**src/hdl/ted_pkg.sv**
```systemverilog
`timescale 1ns / 1ps
// shared widths, codes, item structs and the byte classifier for the encoding sniffer
package ted_pkg;

    localparam int COUNT_W     = 27;
    localparam int LONE_W      = 26;
    localparam int BAD_W       = COUNT_W + 1;
    localparam int PROD_W      = BAD_W + 7;
    localparam int QUEUE_DEPTH = 4;

    typedef logic [2:0] enc_t;

    localparam enc_t ENC_UNKNOWN  = 3'd0;
    localparam enc_t ENC_UTF8_BOM = 3'd1;
    localparam enc_t ENC_UTF32LE  = 3'd2;
    localparam enc_t ENC_UTF32BE  = 3'd3;
    localparam enc_t ENC_UTF16LE  = 3'd4;
    localparam enc_t ENC_UTF16BE  = 3'd5;
    localparam enc_t ENC_UTF8     = 3'd6;
    localparam enc_t ENC_ANSI     = 3'd7;

    typedef logic [2:0] cls_t;

    localparam cls_t CLS_ASCII   = 3'd0;
    localparam cls_t CLS_CONT    = 3'd1;
    localparam cls_t CLS_LEAD2   = 3'd2;
    localparam cls_t CLS_LEAD3   = 3'd3;
    localparam cls_t CLS_LEAD4   = 3'd4;
    localparam cls_t CLS_INVALID = 3'd5;

    typedef struct packed {
        logic [7:0] data_byte;
        logic       byte_present;
        logic       last;
        cls_t       cls;
        logic       is_zero;
    } item_t;

    typedef struct packed {
        logic [COUNT_W-1:0] len;
        logic [3:0][7:0]    head;
        logic [LONE_W-1:0]  lone;
        logic [COUNT_W-1:0] invalid;
        logic               open_seq;
    } snap_t;

    function automatic cls_t classify(input logic [7:0] b);
        cls_t c;
        if (b[7] == 1'b0) begin
            c = CLS_ASCII;
        end else if ((b & 8'hC0) == 8'h80) begin
            c = CLS_CONT;
        end else if ((b & 8'hE0) == 8'hC0) begin
            c = CLS_LEAD2;
        end else if ((b & 8'hF0) == 8'hE0) begin
            c = CLS_LEAD3;
        end else if ((b & 8'hF8) == 8'hF0) begin
            c = CLS_LEAD4;
        end else begin
            c = CLS_INVALID;
        end
        return c;
    endfunction

endpackage

```
**src/hdl/ted_front.sv**
```systemverilog
`timescale 1ns / 1ps
// input stage: accepts bytes and registers them with their utf-8 class
module ted_front
    import ted_pkg::*;
(
    input  logic       aclk,
    input  logic       aresetn,
    input  logic       s_valid,
    output logic       s_ready,
    input  logic [7:0] s_data_byte,
    input  logic       s_byte_present,
    input  logic       s_last,
    output logic       out_valid,
    input  logic       out_ready,
    output item_t      out_item
);

    logic  valid_reg;
    item_t item_reg;

    assign s_ready   = !valid_reg || out_ready;
    assign out_valid = valid_reg;
    assign out_item  = item_reg;

    always_ff @(posedge aclk) begin
        if (!aresetn) begin
            valid_reg <= 1'b0;
        end else if (s_ready) begin
            valid_reg <= s_valid;
        end
    end

    always_ff @(posedge aclk) begin
        if (s_valid && s_ready) begin
            item_reg.data_byte    <= s_data_byte;
            item_reg.byte_present <= s_byte_present;
            item_reg.last         <= s_last;
            item_reg.cls          <= classify(s_data_byte);
            item_reg.is_zero      <= (s_data_byte == 8'h00);
        end
    end

endmodule

```
**src/hdl/ted_queue.sv**
```systemverilog
`timescale 1ns / 1ps
// short fifo of classified items between the front and back ends
module ted_queue
    import ted_pkg::*;
(
    input  logic  aclk,
    input  logic  aresetn,
    input  logic  in_valid,
    output logic  in_ready,
    input  item_t in_item,
    output logic  out_valid,
    input  logic  out_ready,
    output item_t out_item
);

    localparam int PTR_W = $clog2(QUEUE_DEPTH);
    localparam int CNT_W = $clog2(QUEUE_DEPTH + 1);

    item_t            mem_reg [QUEUE_DEPTH];
    logic [PTR_W-1:0] wr_ptr_reg;
    logic [PTR_W-1:0] rd_ptr_reg;
    logic [CNT_W-1:0] count_reg;
    logic             push;
    logic             pop;

    assign in_ready  = (count_reg != CNT_W'(QUEUE_DEPTH));
    assign out_valid = (count_reg != '0);
    assign out_item  = mem_reg[rd_ptr_reg];
    assign push      = in_valid && in_ready;
    assign pop       = out_valid && out_ready;

    always_ff @(posedge aclk) begin
        if (push) begin
            mem_reg[wr_ptr_reg] <= in_item;
        end
    end

    always_ff @(posedge aclk) begin
        if (!aresetn) begin
            wr_ptr_reg <= '0;
            rd_ptr_reg <= '0;
            count_reg  <= '0;
        end else begin
            if (push) begin
                wr_ptr_reg <= (wr_ptr_reg == PTR_W'(QUEUE_DEPTH - 1)) ? '0 : wr_ptr_reg + 1'b1;
            end
            if (pop) begin
                rd_ptr_reg <= (rd_ptr_reg == PTR_W'(QUEUE_DEPTH - 1)) ? '0 : rd_ptr_reg + 1'b1;
            end
            if (push && !pop) begin
                count_reg <= count_reg + 1'b1;
            end else if (pop && !push) begin
                count_reg <= count_reg - 1'b1;
            end
        end
    end

`ifndef NO_ASSERTIONS
    a_count_bound: assert property (@(posedge aclk) disable iff (!aresetn)
        count_reg <= CNT_W'(QUEUE_DEPTH))
        else $error("queue count beyond depth");
`endif

endmodule

```
**src/hdl/ted_back.sv**
```systemverilog
`timescale 1ns / 1ps
// back end: per-byte statistics, snapshot handed off at the end of a buffer
module ted_back
    import ted_pkg::*;
#(
    parameter int MAX_BYTES = 104857600
)
(
    input  logic  aclk,
    input  logic  aresetn,
    input  logic  in_valid,
    output logic  in_ready,
    input  item_t in_item,
    output logic  snap_valid,
    input  logic  snap_ready,
    output snap_t snap
);

    logic [COUNT_W-1:0] count_reg,   count_next;
    logic [3:0][7:0]    head_reg,    head_next;
    logic               pz_reg,      pz_next;
    logic [LONE_W-1:0]  lone_reg,    lone_next;
    logic [1:0]         skip_reg,    skip_next;
    logic               seqbad_reg,  seqbad_next;
    logic [COUNT_W-1:0] invalid_reg, invalid_next;
    logic               take;
    logic               use_byte;

    // an end item waits until the decision pipe can take the snapshot
    assign in_ready   = !in_item.last || snap_ready;
    assign take       = in_valid && in_ready;
    assign snap_valid = in_valid && in_item.last;
    assign use_byte   = in_item.byte_present && (count_reg < COUNT_W'(MAX_BYTES));

    always_comb begin
        count_next   = count_reg;
        head_next    = head_reg;
        pz_next      = pz_reg;
        lone_next    = lone_reg;
        skip_next    = skip_reg;
        seqbad_next  = seqbad_reg;
        invalid_next = invalid_reg;
        if (use_byte) begin
            if (count_reg < COUNT_W'(4)) begin
                head_next[count_reg[1:0]] = in_item.data_byte;
            end
            if (!count_reg[0]) begin
                pz_next = in_item.is_zero;
            end else if (pz_reg != in_item.is_zero) begin
                lone_next = lone_reg + 1'b1;
            end
            if (skip_reg != 2'd0) begin
                if (in_item.cls != CLS_CONT) begin
                    seqbad_next = 1'b1;
                end
                skip_next = skip_reg - 2'd1;
                if (skip_next == 2'd0 && seqbad_next) begin
                    invalid_next = invalid_reg + 1'b1;
                    seqbad_next  = 1'b0;
                end
            end else begin
                unique case (in_item.cls)
                    CLS_ASCII: begin
                    end
                    CLS_LEAD2: begin
                        skip_next   = 2'd1;
                        seqbad_next = 1'b0;
                    end
                    CLS_LEAD3: begin
                        skip_next   = 2'd2;
                        seqbad_next = 1'b0;
                    end
                    CLS_LEAD4: begin
                        skip_next   = 2'd3;
                        seqbad_next = 1'b0;
                    end
                    default: begin
                        invalid_next = invalid_reg + 1'b1;
                    end
                endcase
            end
            count_next = count_reg + 1'b1;
        end
    end

    assign snap.len      = count_next;
    assign snap.head     = head_next;
    assign snap.lone     = lone_next;
    assign snap.invalid  = invalid_next;
    assign snap.open_seq = (skip_next != 2'd0);

    always_ff @(posedge aclk) begin
        if (!aresetn || (take && in_item.last)) begin
            count_reg   <= '0;
            head_reg    <= '0;
            pz_reg      <= 1'b0;
            lone_reg    <= '0;
            skip_reg    <= 2'd0;
            seqbad_reg  <= 1'b0;
            invalid_reg <= '0;
        end else if (take) begin
            count_reg   <= count_next;
            head_reg    <= head_next;
            pz_reg      <= pz_next;
            lone_reg    <= lone_next;
            skip_reg    <= skip_next;
            seqbad_reg  <= seqbad_next;
            invalid_reg <= invalid_next;
        end
    end

`ifndef NO_ASSERTIONS
    a_clear_after_end: assert property (@(posedge aclk) disable iff (!aresetn)
        take && in_item.last |=> count_reg == '0 && skip_reg == 2'd0 && invalid_reg == '0)
        else $error("statistics not cleared after end of buffer");

    a_count_limit: assert property (@(posedge aclk) disable iff (!aresetn)
        count_reg <= COUNT_W'(MAX_BYTES))
        else $error("byte count passed the size limit");
`endif

endmodule

```
**src/hdl/ted_decide.sv**
```systemverilog
`timescale 1ns / 1ps
// three-stage decision pipe: bom and utf-16 checks, invalid ratio, output register
module ted_decide
    import ted_pkg::*;
(
    input  logic  aclk,
    input  logic  aresetn,
    input  logic  snap_valid,
    output logic  snap_ready,
    input  snap_t snap,
    output logic  m_valid,
    input  logic  m_ready,
    output enc_t  m_encoding_code
);

    logic               v1_reg, v2_reg, v3_reg;
    logic               rdy1, rdy2, rdy3;
    snap_t              s1_reg;
    logic               hit2_reg;
    enc_t               code2_reg;
    logic [PROD_W-1:0]  prod2_reg;
    logic [COUNT_W-1:0] len2_reg;
    enc_t               code3_reg;

    logic               pre_hit;
    enc_t               pre_code;
    logic [BAD_W-1:0]   bad;
    logic [PROD_W-1:0]  prod;
    logic [3:0][7:0]    h;
    logic [COUNT_W-1:0] len;

    assign rdy3       = !v3_reg || m_ready;
    assign rdy2       = !v2_reg || rdy3;
    assign rdy1       = !v1_reg || rdy2;
    assign snap_ready = rdy1;

    assign h   = s1_reg.head;
    assign len = s1_reg.len;

    always_comb begin
        pre_hit  = 1'b1;
        pre_code = ENC_UNKNOWN;
        if (len == '0) begin
            pre_code = ENC_UNKNOWN;
        end else if (len >= COUNT_W'(3) && h[0] == 8'hEF && h[1] == 8'hBB && h[2] == 8'hBF) begin
            pre_code = ENC_UTF8_BOM;
        end else if (len >= COUNT_W'(4) && h[0] == 8'hFF && h[1] == 8'hFE
                     && h[2] == 8'h00 && h[3] == 8'h00) begin
            pre_code = ENC_UTF32LE;
        end else if (len >= COUNT_W'(4) && h[0] == 8'h00 && h[1] == 8'h00
                     && h[2] == 8'hFE && h[3] == 8'hFF) begin
            pre_code = ENC_UTF32BE;
        end else if (len >= COUNT_W'(2) && h[0] == 8'hFF && h[1] == 8'hFE) begin
            pre_code = ENC_UTF16LE;
        end else if (len >= COUNT_W'(2) && h[0] == 8'hFE && h[1] == 8'hFF) begin
            pre_code = ENC_UTF16BE;
        end else if (len > COUNT_W'(10) && COUNT_W'(s1_reg.lone) > (len >> 4)
                     && h[0] != 8'h00 && h[1] == 8'h00) begin
            pre_code = ENC_UTF16LE;
        end else if (len > COUNT_W'(10) && COUNT_W'(s1_reg.lone) > (len >> 4)
                     && h[0] == 8'h00 && h[1] != 8'h00) begin
            pre_code = ENC_UTF16BE;
        end else begin
            pre_hit = 1'b0;
        end
    end

    // a sequence still open at the end counts as one more invalid
    assign bad  = BAD_W'(s1_reg.invalid) + BAD_W'(s1_reg.open_seq);
    assign prod = PROD_W'(bad) * PROD_W'(100);

    always_ff @(posedge aclk) begin
        if (!aresetn) begin
            v1_reg <= 1'b0;
            v2_reg <= 1'b0;
            v3_reg <= 1'b0;
        end else begin
            if (rdy1) begin
                v1_reg <= snap_valid;
            end
            if (rdy2) begin
                v2_reg <= v1_reg;
            end
            if (rdy3) begin
                v3_reg <= v2_reg;
            end
        end
    end

    always_ff @(posedge aclk) begin
        if (snap_valid && rdy1) begin
            s1_reg <= snap;
        end
        if (v1_reg && rdy2) begin
            hit2_reg  <= pre_hit;
            code2_reg <= pre_code;
            prod2_reg <= prod;
            len2_reg  <= len;
        end
        if (v2_reg && rdy3) begin
            if (hit2_reg) begin
                code3_reg <= code2_reg;
            end else if (prod2_reg < PROD_W'(len2_reg)) begin
                code3_reg <= ENC_UTF8;
            end else begin
                code3_reg <= ENC_ANSI;
            end
        end
    end

    assign m_valid         = v3_reg;
    assign m_encoding_code = code3_reg;

endmodule

```
**src/hdl/text_encoding_detector_core.sv**
```systemverilog
`timescale 1ns / 1ps
// Encoding sniffer: takes one byte per cycle unless stalled; gives one code per buffer.
// A buffer is a run of items closed by one with s_last high; that item's byte, when
// s_byte_present is high, is counted first. Bytes past MAX_BYTES are ignored. Codes:
// 0 unknown (empty), 1 utf-8 bom, 2 utf-32 le, 3 utf-32 be, 4 utf-16 le, 5 utf-16 be,
// 6 utf-8, 7 ansi. The byte statistics update once per item in the back end, which
// sets the one-item-per-cycle rate; m_valid rises after the closing item is accepted
// and has passed the input register, four-entry queue and three-stage decision pipe,
// and the next buffer's bytes are taken meanwhile. No clearing pass after reset.
module text_encoding_detector_core
    import ted_pkg::*;
#(
    parameter int MAX_BYTES = 104857600
)
(
    input  logic       aclk,
    input  logic       aresetn,
    input  logic       s_valid,
    output logic       s_ready,
    input  logic [7:0] s_data_byte,
    input  logic       s_byte_present,
    input  logic       s_last,
    output logic       m_valid,
    input  logic       m_ready,
    output logic [2:0] m_encoding_code
);

    item_t front_item;
    logic  front_valid;
    logic  front_ready;
    item_t queue_item;
    logic  queue_valid;
    logic  queue_ready;
    snap_t snap;
    logic  snap_valid;
    logic  snap_ready;

    ted_front u_front (
        .aclk           (aclk),
        .aresetn        (aresetn),
        .s_valid        (s_valid),
        .s_ready        (s_ready),
        .s_data_byte    (s_data_byte),
        .s_byte_present (s_byte_present),
        .s_last         (s_last),
        .out_valid      (front_valid),
        .out_ready      (front_ready),
        .out_item       (front_item)
    );

    ted_queue u_queue (
        .aclk      (aclk),
        .aresetn   (aresetn),
        .in_valid  (front_valid),
        .in_ready  (front_ready),
        .in_item   (front_item),
        .out_valid (queue_valid),
        .out_ready (queue_ready),
        .out_item  (queue_item)
    );

    ted_back #(
        .MAX_BYTES (MAX_BYTES)
    ) u_back (
        .aclk       (aclk),
        .aresetn    (aresetn),
        .in_valid   (queue_valid),
        .in_ready   (queue_ready),
        .in_item    (queue_item),
        .snap_valid (snap_valid),
        .snap_ready (snap_ready),
        .snap       (snap)
    );

    ted_decide u_decide (
        .aclk            (aclk),
        .aresetn         (aresetn),
        .snap_valid      (snap_valid),
        .snap_ready      (snap_ready),
        .snap            (snap),
        .m_valid         (m_valid),
        .m_ready         (m_ready),
        .m_encoding_code (m_encoding_code)
    );

endmodule

```
**config.mk**
```make
export PLATFORM = sky130hd
export DESIGN_NAME = text_encoding_detector_core
export DESIGN_NICKNAME = d
export VERILOG_FILES = /design/src/hdl/ted_pkg.sv /design/src/hdl/ted_front.sv /design/src/hdl/ted_queue.sv /design/src/hdl/ted_back.sv /design/src/hdl/ted_decide.sv /design/src/hdl/text_encoding_detector_core.sv
export SDC_FILE = /design/constraint.sdc
export NUM_CORES = 1
export LEC_CHECK = 0
export BUFFER_PORTS_ARGS = -buffer_cell sky130_fd_sc_hd__buf_2
export CORE_MARGIN = 2
export CORE_UTILIZATION = 65
export CTS_BUF_LIST = sky130_fd_sc_hd__clkbuf_8
export CTS_CLUSTER_SIZE = 10
export DETAILED_ROUTE_END_ITERATION = 10
export PLACE_DENSITY_LB_ADDON = 0.2
export SKIP_CTS_REPAIR_TIMING = 1
export SYNTH_ARGS = -nofsm -noshare
export SYNTH_HDL_FRONTEND = slang
export SYNTH_SLANG_ARGS = --single-unit
```
**constraint.sdc**
```tcl
create_clock -name aclk -period 11.7 [get_ports aclk]
set_input_delay 1.17 -clock aclk [delete_from_list [all_inputs] [get_ports aclk]]
set_output_delay 1.17 -clock aclk [all_outputs]
set_load 0.005 [all_outputs]
```
==> results_dict.tcl <==
set metrics [dict create \
    drtIter0Drc 820 \
    finalCritPeriodShare_pct 51.7 \
    dr.pass1.iters 5 \
    gp_congestion 0.848 \
    antenna_cells 0 \
    setup_slack_ps 5650 \
    h-tree-depth 2 \
    hold_path.class "flop to flop" \
    rsz0062_at_grt "no" \
    pwr-share-clk_pct 15.6 \
    yosysSeqAreaShare_pct 49.8 \
    yosys.area.top_type "edfxtp_1" \
    cts-root-buf "clkbuf_8" \
    dpl.hpwl_um 28000 \
    vias 13300 \
    worstMarginPinSlew_ps 821 \
    p_seq_share_pct 34.0 \
    critPathMaxFanout 7 \
    area_delta_synth_final_pct 7.68 \
    synth_top_area_share_pct 37.1 \
    num_io_pins 19 \
    cp-start-kind "flop" \
    clkTransAtPathRegs_ps 60 \
    grt_pass1_vias 13300 \
    outcome "completed" \
    maxCapViolCount 0 \
    layout_common_cells "250 x edfxtp_1, 205 x nor2_1, 182 x inv_1" \
    finalSetupViolCount 0 \
    max_slew_margin_pct 45.3 \
    drc_errors 0 \
    ir_drop_uv 182 \
    cts.sinks 379 \
    cts_buffer_depth 3 \
    required_ps 12050 \
    num_rows 64 \
    grt_max_degree 65 \
    ant_nets 0 \
    critPathKind "flop to flop" \
    viasPerCell 5.72 \
    p_per_area_mw_per_mm2 304 \
    syn_nets 2043 \
    fp.coreArea_sq_mm 0.0307 \
    slew_violations 0 \
    synth_seq_cells 379 \
    die_w_um 180 \
    initial_core_util_pct 66.0 \
    synth.distinct_cells 68 \
    cp.arrival_ps 6400 \
    drive_above_1_share_pct 9.69 \
    synthesis.area_sq_mm 0.0202 \
    clk_latency_ps 620 \
    synth_edf_count 250 \
    intPower_mw 3.91 \
    yosys_warnings 0 \
    synth_cells 1855 \
    wirelength_um 38700 \
    end_kind "flop" \
    final_net_count 2066 \
    leakage_nw 8.86 \
    switchingPower_mw 2.71 \
    synth_ff_type "edfxtp_1" \
    dieArea_sq_mm 0.0326 \
    swShare_pct 40.9 \
    clock_skew_ps 30.7 \
    fin_crit_ps 6050 \
    pwr-share-comb_pct 50.4 \
    wl_per_cell_um 16.7 \
    cts_tree "yes" \
    port_buffers 18 \
    grtUsageTotal_pct 24.0 \
    grt_overflow 0 \
    grt_first_pass_wirelength_um 64100 \
    hold_viol 0 \
    cts_buffers 59 \
    dp_slack_ps 5700 \
    nFillCells 2201 \
    post_synth.cell_area_avg_sq_um 10.9 \
    layout_commonest_cell "edfxtp_1" \
    ys_top_cells_by_area "edfxtp_1 37%, dfxtp_1 13%, ha_1 9.4%, xnor2_1 4.7%, xor2_1 4.2%" \
    die_h_um 180 \
    largest_reg_flops 56 \
    fmax_mhz 165 \
    fin_tns_setup_ps 0 \
    antenna_found_initial 0 \
    async_reset_ff_share_pct 0 \
]
==> kinds of logic (layout without fill, tap and decap cells) <==
| family | after synthesis | after routing | share of synthesized area [%] |
|---|---|---|---|
| XOR/XNOR | 206 | 206 | 9.00 |
| adder cells (fa/ha/maj) | 174 | 174 | 11.6 |
| buffers and inverters | 219 | 293 | 4.21 |
| AND/OR/NAND/NOR | 634 | 634 | 15.7 |
| flip-flops | 379 | 379 | 49.8 |
| multiplexers | 50 | 50 | 3.55 |
| AO/OA/AOI/OAI | 193 | 193 | 6.14 |
==> metrics by stage <==
stage               total power [mW]  util [%]  hold slack [ps]  std cells  cell area, sq um
finish                          6.62      71.1              475       2325             21800
global route                    7.16      71.1              497       2325             21800
CTS                             6.64      71.1              481       2325             21800
global placement                5.43      67.4              456       2213             20700
floorplan                       4.79         -              441       1855             20200
detailed placement              5.57      67.4              465       2213             20700
==> synthesized netlist by cell type (all sizes together), types with 2 or more instances <==
cell type  number
nor3           63
o211ai          4
nand2         105
buf            17
nand2b         11
a41oi           2
a21boi          9
nor2b          19
a221oi          2
a21oi          65
and2           22
xnor2         109
and4            8
a2111oi         2
ha            152
edfxtp        250
inv           153
nand3          68
nand4          34
dfxtp         129
xor2           97
nor4           27
a211o           5
a221o           3
and3           30
o21bai          5
nor2          206
a31oi           6
a31o            2
o21a           11
clkbuf         49
mux2           34
or2            10
a21o           24
mux2i           2
nor3b           2
or3            18
o21ai          40
mux4           14
o2111ai         3
a211oi          5
fa             22
or4             7
==> per-layer routing <==
| layer | up-vias | global-route usage, % | share of wire (%) |
|---|---|---|---|
| met4 | 0 | 8.10 | 2.3 |
| met2 | 278 | 41.7 | 49 |
| met3 | 61 | 4.02 | 4.5 |
| met5 | - | 0 | 0 |
| li1 | 6564 | - | - |
| met1 | 6386 | 30.7 | 44 |
==> critical path: stages, from the launching register on <==
cell,delay [ps]
edfxtp_1,390
and3_1,230
nand3_1,110
nor2_1,300
nand2_1,120
nor2_1,320
and2_1,310
and3_1,230
xor2_1,240
ha_1,280
ha_1,280
inv_1,50
fa_1,530
inv_1,40
ha_1,370
inv_1,160
o21bai_1,90
a221o_1,360
a2111oi_0,620
nor2_1,190
a211o_1,300
a21oi_1,170
xnor2_1,80
==> power by group through the flow <==
stage | Sequential [mW] | Clock [mW] | Combinational [mW]
floorplan | 2.22 | 0 | 2.57
global placement | 2.26 | 0 | 3.17
detailed placement | 2.28 | 0 | 3.30
CTS | 2.25 | 1.06 | 3.33
global route | 2.29 | 1.12 | 3.75
finish | 2.25 | 1.03 | 3.33
==> cell type report <==
cell class | count | area (sq um) | share of cell area [%]
Sequential cell | 379 | 10100 | 46.3
Multi-Input combinational cell | 1257 | 9340 | 42.8
Clock buffer | 68 | 936 | 4.29
Inverter | 153 | 574 | 2.63
Tap cell | 396 | 495 | 2.27
Clock inverter | 44 | 199 | 0.913
Timing Repair Buffer | 28 | 165 | 0.758
==> final timing paths <==
kind                           start  slack, ps                     end  cells past startpoint
hold reg to reg      u_decide.len[2]        470    u_decide.len2_reg[2]                      0
setup reg to reg  u_decide.s1_reg[3]       5650  u_decide.prod2_reg[34]                     22
hold / removal       u_decide.len[2]        470    u_decide.len2_reg[2]                      0
setup / recovery  u_decide.s1_reg[3]       5650  u_decide.prod2_reg[34]                     22
(Power assumes the default switching activity.)
